===== src/design/bsa_pkg.sv =====
package bsa_pkg;

  localparam int CountW = 9;
  localparam int IndexW = 8;
  localparam int ActW   = 2;
  localparam int InDataW  = 8;
  localparam int OutDataW = 24;

  typedef enum logic [ActW-1:0] {
    ACT_MARK  = 2'd0,
    ACT_CLEAR = 2'd1,
    ACT_ALLOC = 2'd2,
    ACT_TEST  = 2'd3
  } action_e;

  typedef enum logic [2:0] {
    ST_CLEAR = 3'b001,
    ST_IDLE  = 3'b010,
    ST_SCAN  = 3'b100
  } state_e;

  typedef struct packed {
    logic [CountW-1:0] free_count;
    logic [IndexW-1:0] alloc_index;
    logic              alloc_ok;
    logic              index_bad;
    logic              was_marked;
  } result_t;

endpackage


===== src/design/bsa_ram.sv =====
module bsa_ram #(
  parameter int Width = 32,
  parameter int Depth = 8
) (
  input  logic                                    clk_i,
  input  logic                                    we_i,
  input  logic [((Depth > 1) ? $clog2(Depth) : 1)-1:0] waddr_i,
  input  logic [Width-1:0]                        wdata_i,
  input  logic                                    re_i,
  input  logic [((Depth > 1) ? $clog2(Depth) : 1)-1:0] raddr_i,
  output logic [Width-1:0]                        rdata_o
);

  logic [Width-1:0] mem_q [Depth];
  logic [Width-1:0] rdata_q;

  always_ff @(posedge clk_i) begin
    if (we_i) begin
      mem_q[waddr_i] <= wdata_i;
    end
    if (re_i) begin
      rdata_q <= mem_q[raddr_i];
    end
  end

  assign rdata_o = rdata_q;

endmodule


===== src/design/bitmap_slot_allocator.sv =====
// An item is accepted only in idle; the map words are read in turn from word 0 up to the word
//   that holds the slot (or the free slot); its result is registered when the output is free.
// The scan speed is set by the single read port of the mark memory, one WORD_BITS word per cycle;
//   a new item is accepted only once the last one's result is registered.
// A finished result waits in the output register while the next item is accepted.
// Reset and every slot count write start a clearing pass of MAP_WORDS words (8 at defaults).
module bitmap_slot_allocator #(
  parameter int MAX_SLOTS = 256,
  parameter int WORD_BITS = 32
) (
  input  logic                          clk_i,
  input  logic                          rst_ni,
  input  logic                          cfg_we_i,
  input  logic [bsa_pkg::CountW-1:0]    cfg_wdata_i,
  input  logic                          s_axis_tvalid,
  output logic                          s_axis_tready,
  input  logic [bsa_pkg::InDataW-1:0]   s_axis_tdata,  // [7:0] slot_index
  input  logic [bsa_pkg::ActW-1:0]      s_axis_tuser,  // [1:0] action
  output logic                          m_axis_tvalid,
  input  logic                          m_axis_tready,
  // [0] was_marked, [1] index_bad, [2] alloc_ok, [10:3] alloc_index, [19:11] free_count
  output logic [bsa_pkg::OutDataW-1:0]  m_axis_tdata
);

  import bsa_pkg::*;

  localparam int MapWords  = (MAX_SLOTS + WORD_BITS - 1) / WORD_BITS;
  localparam int AddrW     = (MapWords > 1) ? $clog2(MapWords) : 1;
  localparam int BitW      = $clog2(WORD_BITS);
  localparam int BaseRaw   = $clog2(MAX_SLOTS + WORD_BITS + 1);
  localparam int BaseW     = (BaseRaw > 10) ? BaseRaw : 10;
  localparam int MaxSat    = (MAX_SLOTS > 511) ? 511 : MAX_SLOTS;
  localparam int ResetLive = (MAX_SLOTS > 256) ? 256 : MAX_SLOTS;
  localparam logic [AddrW-1:0] LastWord = AddrW'(MapWords - 1);

  state_e              state_q, state_d;
  logic [AddrW-1:0]    word_q, word_d;
  logic [BaseW-1:0]    base_q, base_d;
  action_e             act_q;
  logic [IndexW-1:0]   idx_q;
  logic                bad_q;
  logic [CountW-1:0]   live_q, live_d;
  logic [CountW-1:0]   marked_q, marked_d;
  logic                out_valid_q;
  result_t             out_q, res;

  logic                ram_we, ram_re;
  logic [AddrW-1:0]    ram_waddr, ram_raddr;
  logic [WORD_BITS-1:0] ram_wdata, rd_data;

  logic                s_accept;
  logic [BaseW-1:0]    rem, offset;
  logic [WORD_BITS-1:0] free_vec;
  logic                any_free, last_word, in_word, cur, done, slot_ok, finish;
  logic [BitW-1:0]     first, sel;

  bsa_ram #(
    .Width (WORD_BITS),
    .Depth (MapWords)
  ) u_marks (
    .clk_i   (clk_i),
    .we_i    (ram_we),
    .waddr_i (ram_waddr),
    .wdata_i (ram_wdata),
    .re_i    (ram_re),
    .raddr_i (ram_raddr),
    .rdata_o (rd_data)
  );

  assign s_axis_tready = (state_q == ST_IDLE);
  assign s_accept      = s_axis_tvalid && s_axis_tready;
  assign slot_ok       = !out_valid_q || m_axis_tready;

  always_comb begin
    rem    = BaseW'(live_q) - base_q;
    offset = BaseW'(idx_q) - base_q;
    for (int b = 0; b < WORD_BITS; b++) begin
      free_vec[b] = !rd_data[b] && (BaseW'(b) < rem);
    end
    any_free = |free_vec;
    first    = '0;
    for (int b = WORD_BITS - 1; b >= 0; b--) begin
      if (free_vec[b]) begin
        first = BitW'(b);
      end
    end
    last_word = ((base_q + BaseW'(WORD_BITS)) >= BaseW'(live_q)) || (word_q == LastWord);
    in_word   = offset < BaseW'(WORD_BITS);
    sel       = offset[BitW-1:0];
    cur       = rd_data[sel];
    if (bad_q) begin
      done = 1'b1;
    end else if (act_q == ACT_ALLOC) begin
      done = any_free || last_word;
    end else begin
      done = in_word;
    end
  end

  assign finish = (state_q == ST_SCAN) && done && slot_ok;

  always_comb begin
    res       = '0;
    marked_d  = marked_q;
    ram_wdata = rd_data;
    ram_we    = 1'b0;
    ram_waddr = word_q;
    ram_re    = 1'b0;
    ram_raddr = '0;
    state_d   = state_q;
    word_d    = word_q;
    base_d    = base_q;
    live_d    = live_q;

    case (state_q)
      ST_CLEAR: begin
        ram_we    = 1'b1;
        ram_wdata = '0;
        word_d    = word_q + 1'b1;
        if (word_q == LastWord) begin
          state_d = ST_IDLE;
        end
      end
      ST_IDLE: begin
        ram_re = s_accept;
        word_d = '0;
        base_d = '0;
        if (s_accept) begin
          state_d = ST_SCAN;
        end
      end
      ST_SCAN: begin
        if (!done) begin
          ram_re    = 1'b1;
          ram_raddr = word_q + 1'b1;
          word_d    = word_q + 1'b1;
          base_d    = base_q + BaseW'(WORD_BITS);
        end else if (slot_ok) begin
          state_d = ST_IDLE;
          if (bad_q) begin
            res.index_bad = 1'b1;
          end else if (act_q == ACT_ALLOC) begin
            if (any_free) begin
              ram_wdata[first] = 1'b1;
              ram_we           = 1'b1;
              marked_d         = marked_q + 1'b1;
              res.alloc_ok     = 1'b1;
              res.alloc_index  = IndexW'(base_q + BaseW'(first));
            end
          end else begin
            res.was_marked = cur;
            if (act_q == ACT_MARK && !cur) begin
              ram_wdata[sel] = 1'b1;
              ram_we         = 1'b1;
              marked_d       = marked_q + 1'b1;
            end else if (act_q == ACT_CLEAR && cur) begin
              ram_wdata[sel] = 1'b0;
              ram_we         = 1'b1;
              marked_d       = marked_q - 1'b1;
            end
          end
        end
      end
      default: begin
        state_d = ST_CLEAR;
        word_d  = '0;
      end
    endcase

    res.free_count = live_q - marked_d;

    if (cfg_we_i) begin
      live_d   = (32'(cfg_wdata_i) > MAX_SLOTS) ? CountW'(MaxSat) : cfg_wdata_i;
      marked_d = '0;
      state_d  = ST_CLEAR;
      word_d   = '0;
    end
  end

  always_ff @(posedge clk_i or negedge rst_ni) begin
    if (!rst_ni) begin
      state_q     <= ST_CLEAR;
      word_q      <= '0;
      base_q      <= '0;
      live_q      <= CountW'(ResetLive);
      marked_q    <= '0;
      out_valid_q <= 1'b0;
    end else begin
      state_q  <= state_d;
      word_q   <= word_d;
      base_q   <= base_d;
      live_q   <= live_d;
      marked_q <= marked_d;
      if (finish) begin
        out_valid_q <= 1'b1;
      end else if (m_axis_tready) begin
        out_valid_q <= 1'b0;
      end
    end
  end

  always_ff @(posedge clk_i) begin
    if (s_accept) begin
      act_q <= action_e'(s_axis_tuser);
      idx_q <= s_axis_tdata[IndexW-1:0];
      bad_q <= (action_e'(s_axis_tuser) != ACT_ALLOC) &&
               (CountW'(s_axis_tdata[IndexW-1:0]) >= live_q);
    end
    if (finish) begin
      out_q <= res;
    end
  end

  assign m_axis_tvalid = out_valid_q;
  assign m_axis_tdata  = {{(OutDataW - $bits(result_t)){1'b0}}, out_q};

  assert property (@(posedge clk_i) disable iff (!rst_ni) marked_q <= live_q)
    else $error("marked count exceeds slot count");

  assert property (@(posedge clk_i) disable iff (!rst_ni)
    cfg_we_i |=> (state_q == ST_CLEAR) && (marked_q == '0))
    else $error("slot count write did not start a clearing pass");

  assert property (@(posedge clk_i) disable iff (!rst_ni)
    m_axis_tvalid |-> !(out_q.alloc_ok && (out_q.index_bad || out_q.was_marked)))
    else $error("allocate result carries slot flags");

  assert property (@(posedge clk_i) disable iff (!rst_ni)
    m_axis_tvalid |-> (out_q.free_count <= live_q))
    else $error("free count above slot count");

  assert property (@(posedge clk_i) disable iff (!rst_ni)
    ram_we |-> (state_q == ST_CLEAR) || finish)
    else $error("mark memory written outside clear or item completion");

endmodule


===== config.mk =====
export PLATFORM = sky130hd
export DESIGN_NAME = bitmap_slot_allocator
export DESIGN_NICKNAME = d
export VERILOG_FILES = /design/src/design/bsa_pkg.sv /design/src/design/bsa_ram.sv /design/src/design/bitmap_slot_allocator.sv
export SDC_FILE = /design/constraint.sdc
export NUM_CORES = 1
export LEC_CHECK = 0
export CAP_MARGIN = 10
export CELL_PAD_IN_SITES_DETAIL_PLACEMENT = 1
export CELL_PAD_IN_SITES_GLOBAL_PLACEMENT = 2
export CORE_MARGIN = 1.5
export CORE_UTILIZATION = 25
export CTS_BUF_LIST = sky130_fd_sc_hd__clkbuf_8
export DETAILED_ROUTE_END_ITERATION = 8
export DONT_BUFFER_PORTS = 1
export GPL_ROUTABILITY_DRIVEN = 0
export PLACE_DENSITY = 0.49
export SYNTH_ARGS = -nofsm -noshare
export SYNTH_HDL_FRONTEND = slang
export SYNTH_SLANG_ARGS = --single-unit

===== constraint.sdc =====
create_clock -name clk_i -period 7.6 [get_ports clk_i]
set_clock_uncertainty 0.2 [all_clocks]
set_input_delay 1.52 -clock clk_i [delete_from_list [all_inputs] [get_ports clk_i]]
set_output_delay 1.52 -clock clk_i [all_outputs]
set_load 0.02 [all_outputs]

### After elaboration in Yosys (flattened, before gate mapping)

Memories as Yosys holds them, arrays and structs flattened. A register that Yosys moved wholly into a read port is not among the register bits.
Cells that the tools add are included.
Widths: inputs -> output; s select.

* flip-flop bits (word level): 66
* memory bits (writable): 256
* memories kept: 1

Memories
* u_marks.mem_q: depth 8, width 32, rd ports 1, clocked after memory_dff 1, write ports 1, RTL line bsa_ram.sv:14 `logic [Width-1:0] mem_q [Depth];`

* multiplexer cells: 87
* add/subtract/negate cells: 8
* bitwise operators: 9
* reduce and logical (&&, ||, !) cells: 87
* order comparisons: 40
* equal/unequal tests: 13

Operator list (number)
* $mux 32: 7
* $lt 5x10->1 const A: 16
* $mux 5: 32
* $mux 9: 10
* $lt 4x10->1 const A: 8
* $or 32x32->32: 2
* $pmux 32 s2: 1
* $logic_and 1x1->1: 40
* $lt 3x10->1 const A: 4
* $logic_not 1->1: 34
* $and 32x32->32: 1
* $not 32->32: 1
* $reduce_or 32->1: 1
* $mux 3: 9
* $lt 1x10->1 const A: 2
* $lt 2x10->1 const A: 2
* $pmux 10 s2: 1
* $mux 1: 19
* $lt 5x6->1 const B: 2
* $ne 3x3->1 const B: 4
* $add 10x6->10 const B: 1
* $demux 1 s5: 2
* $ge 10x9->1: 1
* $ge 5x1->1 const B: 2
* other kinds (31): 42

### Logic depth before layout (Yosys ltp)

* depth in word-level cells: 46
* depth in mapped cells: 24
* gate-level depth less buffers: 22

### Hierarchy

A second synthesis with hierarchy kept.

* cell total of the unflattened synthesis: 1378
* area, all modules: 17944.7 µm²

By module, submodules not included
* bsa_ram: times used 1, area an instance 10786.6 µm², seq. area each 8648.3 µm², cells an instance 415
* bitmap_slot_allocator: times used 1, area an instance 7158.1 µm², seq. area each 1684.1 µm², cells an instance 963

### Worst setup path before layout

Ideal clock, no wire load.

* kind: reg2reg
* start point: reg idx_q[1]
* end point: mem u_marks.mem_q[1][0] (enable)
* stages on the path, launching flop included: 15
* arrival time: 5.221 ns
* library setup time: 0.461 ns
* path slack: 1.718 ns
* period minus slack after synthesis: 5.882 ns
* data required time: 6.939 ns
* cells stage by stage: edfxtp_1 inv_1 ha_1 clkbuf_1 clkbuf_1 mux4_2 o22ai_1 or4_1 clkbuf_1 nor3b_1 or3_1 o311ai_1 nand2_1 nand2_1 nor3_1

* longest elaborated chain between the ends: 13

RTL lines
* from (decl): RTL line bitmap_slot_allocator.sv:40 `logic [IndexW-1:0] idx_q;`
* from (signal assigned): RTL line bitmap_slot_allocator.sv:205 `idx_q <= s_axis_tdata[IndexW-1:0];`
* $sub 8x10->10 *: RTL line bitmap_slot_allocator.sv:76 `offset = BaseW'(idx_q) - base_q;`
* $bmux 1 s5: RTL line bitmap_slot_allocator.sv:90 `cur = rd_data[sel];`
* $mux 1 (implied by the code): RTL line bitmap_slot_allocator.sv:90
* $logic_and 1x1->1 / $logic_not 1->1 (equally long branches): RTL line bitmap_slot_allocator.sv:156, bitmap_slot_allocator.sv:152
* $mux 1 / $logic_and 1x1->1 (equally long branches): RTL line bitmap_slot_allocator.sv:156, bitmap_slot_allocator.sv:152
* $mux 1: RTL line bitmap_slot_allocator.sv:152 `if (act_q == ACT_MARK && !cur) begin`
* $mux 1: RTL line bitmap_slot_allocator.sv:142 `end else if (act_q == ACT_ALLOC) begin`
* $mux 1: RTL line bitmap_slot_allocator.sv:140 `if (bad_q) begin`
* $mux 1: RTL line bitmap_slot_allocator.sv:138 `end else if (slot_ok) begin`
* $mux 1 *: RTL line bitmap_slot_allocator.sv:133 `if (!done) begin`
* $pmux 1 s2 *: RTL line bitmap_slot_allocator.sv:115 `case (state_q)`
* $mux 1 *: RTL line bsa_ram.sv:18 `if (we_i) begin`
* $mux 1 (implied by the code) *: RTL line bsa_ram.sv:19 `mem_q[waddr_i] <= wdata_i;`
* to (decl): RTL line bsa_ram.sv:14

Mark *: on every way between the ends. The rest lies on a longest branch, timed or not. The select of a mux whose other input is x is not followed.

==> flow_summary.json <==
{
  "swShare_pct": 26.2,
  "ys.flop_type": "edfxtp_1",
  "crit_chain": "inv_1 -> ha_1 -> nand2b_1 -> a2111o_1 -> o211ai_1 -> a41oi_1 -> nor4_2 -> nor2b_1 -> nand2_1 -> o311ai_1 -> xnor2_1 -> ha_1 -> inv_1 -> fa_1 -> nand2_1 -> nand2_1 -> a21oi_1 -> o21bai_1 -> a21oi_1 -> o21ai_0 -> xnor2_1 -> xnor3_1",
  "cts_resized": 0,
  "io_pins": 50,
  "dieHeight_um": 270,
  "vias_per_cell": 5.25,
  "die_w_um": 270,
  "drv_cap": 0,
  "tritoncts": "done",
  "cp_slowest_cell": "nor4_2",
  "placeableCoreArea_um2": 70300,
  "total_power_mw": 4.39,
  "netlist_top_cells_area": "edfxtp_1 (54%), dfrtp_1 (3.9%), mux2_2 (3.9%)",
  "cts_root_buf": "clkbuf_8",
  "p_int_mw": 3.24,
  "status": "complete, no violations",
  "fillers": 7660,
  "worst-setup-path-type": "register to register",
  "r2r_start": "base_q[5]",
  "grt_start_max_net_pins": 61,
  "cts.path.max_buffers": 3,
  "net-switching-power_mw": 1.15,
  "tightest_slew_ns": 1.23,
  "min_path_type": "primary input to asynchronous set/reset pin",
  "finalHoldViolCount": 0,
  "critPathLaunch": "base_q[5]",
  "drc": 0,
  "grt_pass1_vias": 13871,
  "routed_wl_um": 68100,
  "yosysUniqueCellTypes": 96,
  "power_density_nw_per_um2": 217,
  "slew_headroom_pct": 17.6,
  "grt_use_total_pct": 18.5,
  "r2r-end": "m_axis_tdata[19]",
  "setup_viol": 0,
  "grt_setup_unrepaired": "no",
  "dr.pass1.iters": 5,
  "synth_top_area_share_pct": 53.8,
  "critPathCapture": "m_axis_tdata[19]",
  "path_depth": 22,
  "overflow": 0,
  "ctsHoldBuffers": 0,
  "reg2reg_setup_slack_ns": 0.80,
  "dpl_cell_area_um2": 19000,
  "synthCells": 1506,
  "drive_gt1_share_pct": 17.2,
  "synth.cell_area_um2": 17800,
  "max_stage_delay_ns": 0.63,
  "crit_path_end_kind": "register",
  "area_growth_pct": 13.8,
  "crit_arrival_ns": 7.01,
  "fp.dieArea_um2": 72800,
  "cp_common_cell": "nand2_1",
  "layout_commonest_cell": "edfxtp_1",
  "finalCritPeriodShare_pct": 89.5,
  "fp-row-count": 97,
  "pwr-share-seq_pct": 49.8,
  "grt_pass1_wl_um": 98800,
  "final_cells": 2522,
  "htree_levels": 3,
  "synth_area_per_cell_um2": 11.8,
  "yosysSeqAreaShare_pct": 58.0,
  "synth_warnings": 0,
  "layout.nets": 1595,
  "layout_common_cells": "edfxtp_1 (319), o21ai_0 (124), a21oi_1 (109)",
  "path_buf_inv": 2,
  "vias": 13232,
  "ys_ff_latch": 349,
  "comb_power_share_pct": 9.9,
  "wire_per_inst_um": 27.0,
  "cts_buffers": 70,
  "detail-route-antenna-nets": 0,
  "p_clk_share_pct": 40.3,
  "placed_cells": 2400,
  "synth_top_area_cell": "edfxtp_1",
  "power.leakage_nw": 6.78,
  "final_cell_area_um2": 20300,
  "cp.required_ns": 7.81,
  "reg2regPathDepth": 22,
  "critPathMaxFanout": 15,
  "antenna_found_initial": 2,
  "setup-tns-final_ns": 0,
  "start_util_pct": 25.3,
  "clk_latency_ns": 0.67,
  "cp_top_family": "compound AO/OA/AOI/OAI gates",
  "ir_drop_mv": 0.138,
  "min_period_ns": 6.80,
  "cp-start-kind": "register",
  "clk_pin_slew_ns": 0.06,
  "first_iter_violations": 826,
  "async_flop_share_pct": 8.60,
  "fmax_mhz": 147,
  "synth-edff-count": 319,
  "slew_violations": 0,
  "portBuffers": 0,
  "cts_sinks": 349,
  "post_cts_buffers": 0,
  "dpl.hpwl_um": 45200
}
-- worst min-delay path by stage --
stage / start / cells after the start / slack [ns] / endpoint
6_report: rst_ni / 0 / 0.34 / marked_q[6]
2_1_floorplan: base_q[5] / 2 / 0.32 / base_q[5]
5_1_grt: rst_ni / 0 / 0.27 / marked_q[6]
3_3_place_gp: base_q[5] / 2 / 0.36 / base_q[5]
4_1_cts: rst_ni / 0 / 0.27 / marked_q[6]
3_5_place_dp: base_q[7] / 2 / 0.37 / base_q[7]
-- kinds of logic after synthesis --
group / count (synthesis) / synth area share, %
mux: 76 / 5.27
compound gates: 505 / 18.6
simple gates: 370 / 10.8
flops: 349 / 58.0
other cells: 2 / 0.0422
buf+inv: 140 / 3.23
fa+ha+maj: 39 / 2.77
xor+xnor: 25 / 1.31
-- per-layer routing --
metal / global-route usage [%] / wire length [um] / up-vias / part of all wire, %
met5: 0 / 0 / - / 0
li1: - / - / 5930 / -
met1: 25.3 / 31800 / 6888 / 47
met3: 3.50 / 2910 / 103 / 4.3
met2: 29.5 / 31600 / 311 / 46
met4: 5.60 / 1780 / 0 / 2.6
-- per-stage QoR --
step           worst slack [ns]  util, %  hold WS (ns)
2_1_floorplan              1.72        -         0.316
3_3_place_gp               1.04     27.0         0.356
3_5_place_dp              0.836     27.0         0.366
4_1_cts                   0.828     28.8         0.266
5_1_grt                   0.252     28.8         0.271
6_report                  0.797     28.8         0.338
-- power by group through the flow --
stage | combinational (mW) | sequential [mW] | clock (mW)
after floorplan | 0.298 | 2.21 | 0
after CTS | 0.443 | 2.18 | 1.85
after global routing | 0.473 | 2.19 | 1.91
final | 0.435 | 2.18 | 1.77
after global placement | 0.440 | 2.22 | 0
after detailed placement | 0.442 | 2.22 | 0
-- cell type report --
cell class              count  area, um^2  share of cell area, %
clock buffers              73        1000                   4.96
repair buffers             39         293                   1.45
clock inverters            45         240                   1.19
inverters                  49         184                  0.908
well taps                 940        1180                   5.81
multi-input cells        1024        7020                   34.6
diodes                      3        7.51                 0.0371
flip-flops and latches    349       10300                   51.0
-- cell usage after synthesis, types with 23 or more instances --
cell	n
nor3_1	30
a31o_2	30
nor2_1	83
clkbuf_1	66
o21ai_0	124
a21oi_1	109
edfxtp_1	319
mux2_2	62
dfrtp_1	28
nand3_1	27
nand2_1	108
a31oi_1	23
o22ai_1	71
inv_1	48
ha_1	37
-- flip-flops by register name (all words and copies together), names as in the netlist --
register         count
u_marks.mem_q      256
u_marks.rdata_o     32
m_axis_tdata        20
live_q               9
marked_q             9
idx_q                8
base_q               5
ram_waddr            3
state_q              3
act_q                2
bad_q                1
m_axis_tvalid        1
Power figures use the tool's default switching activity.
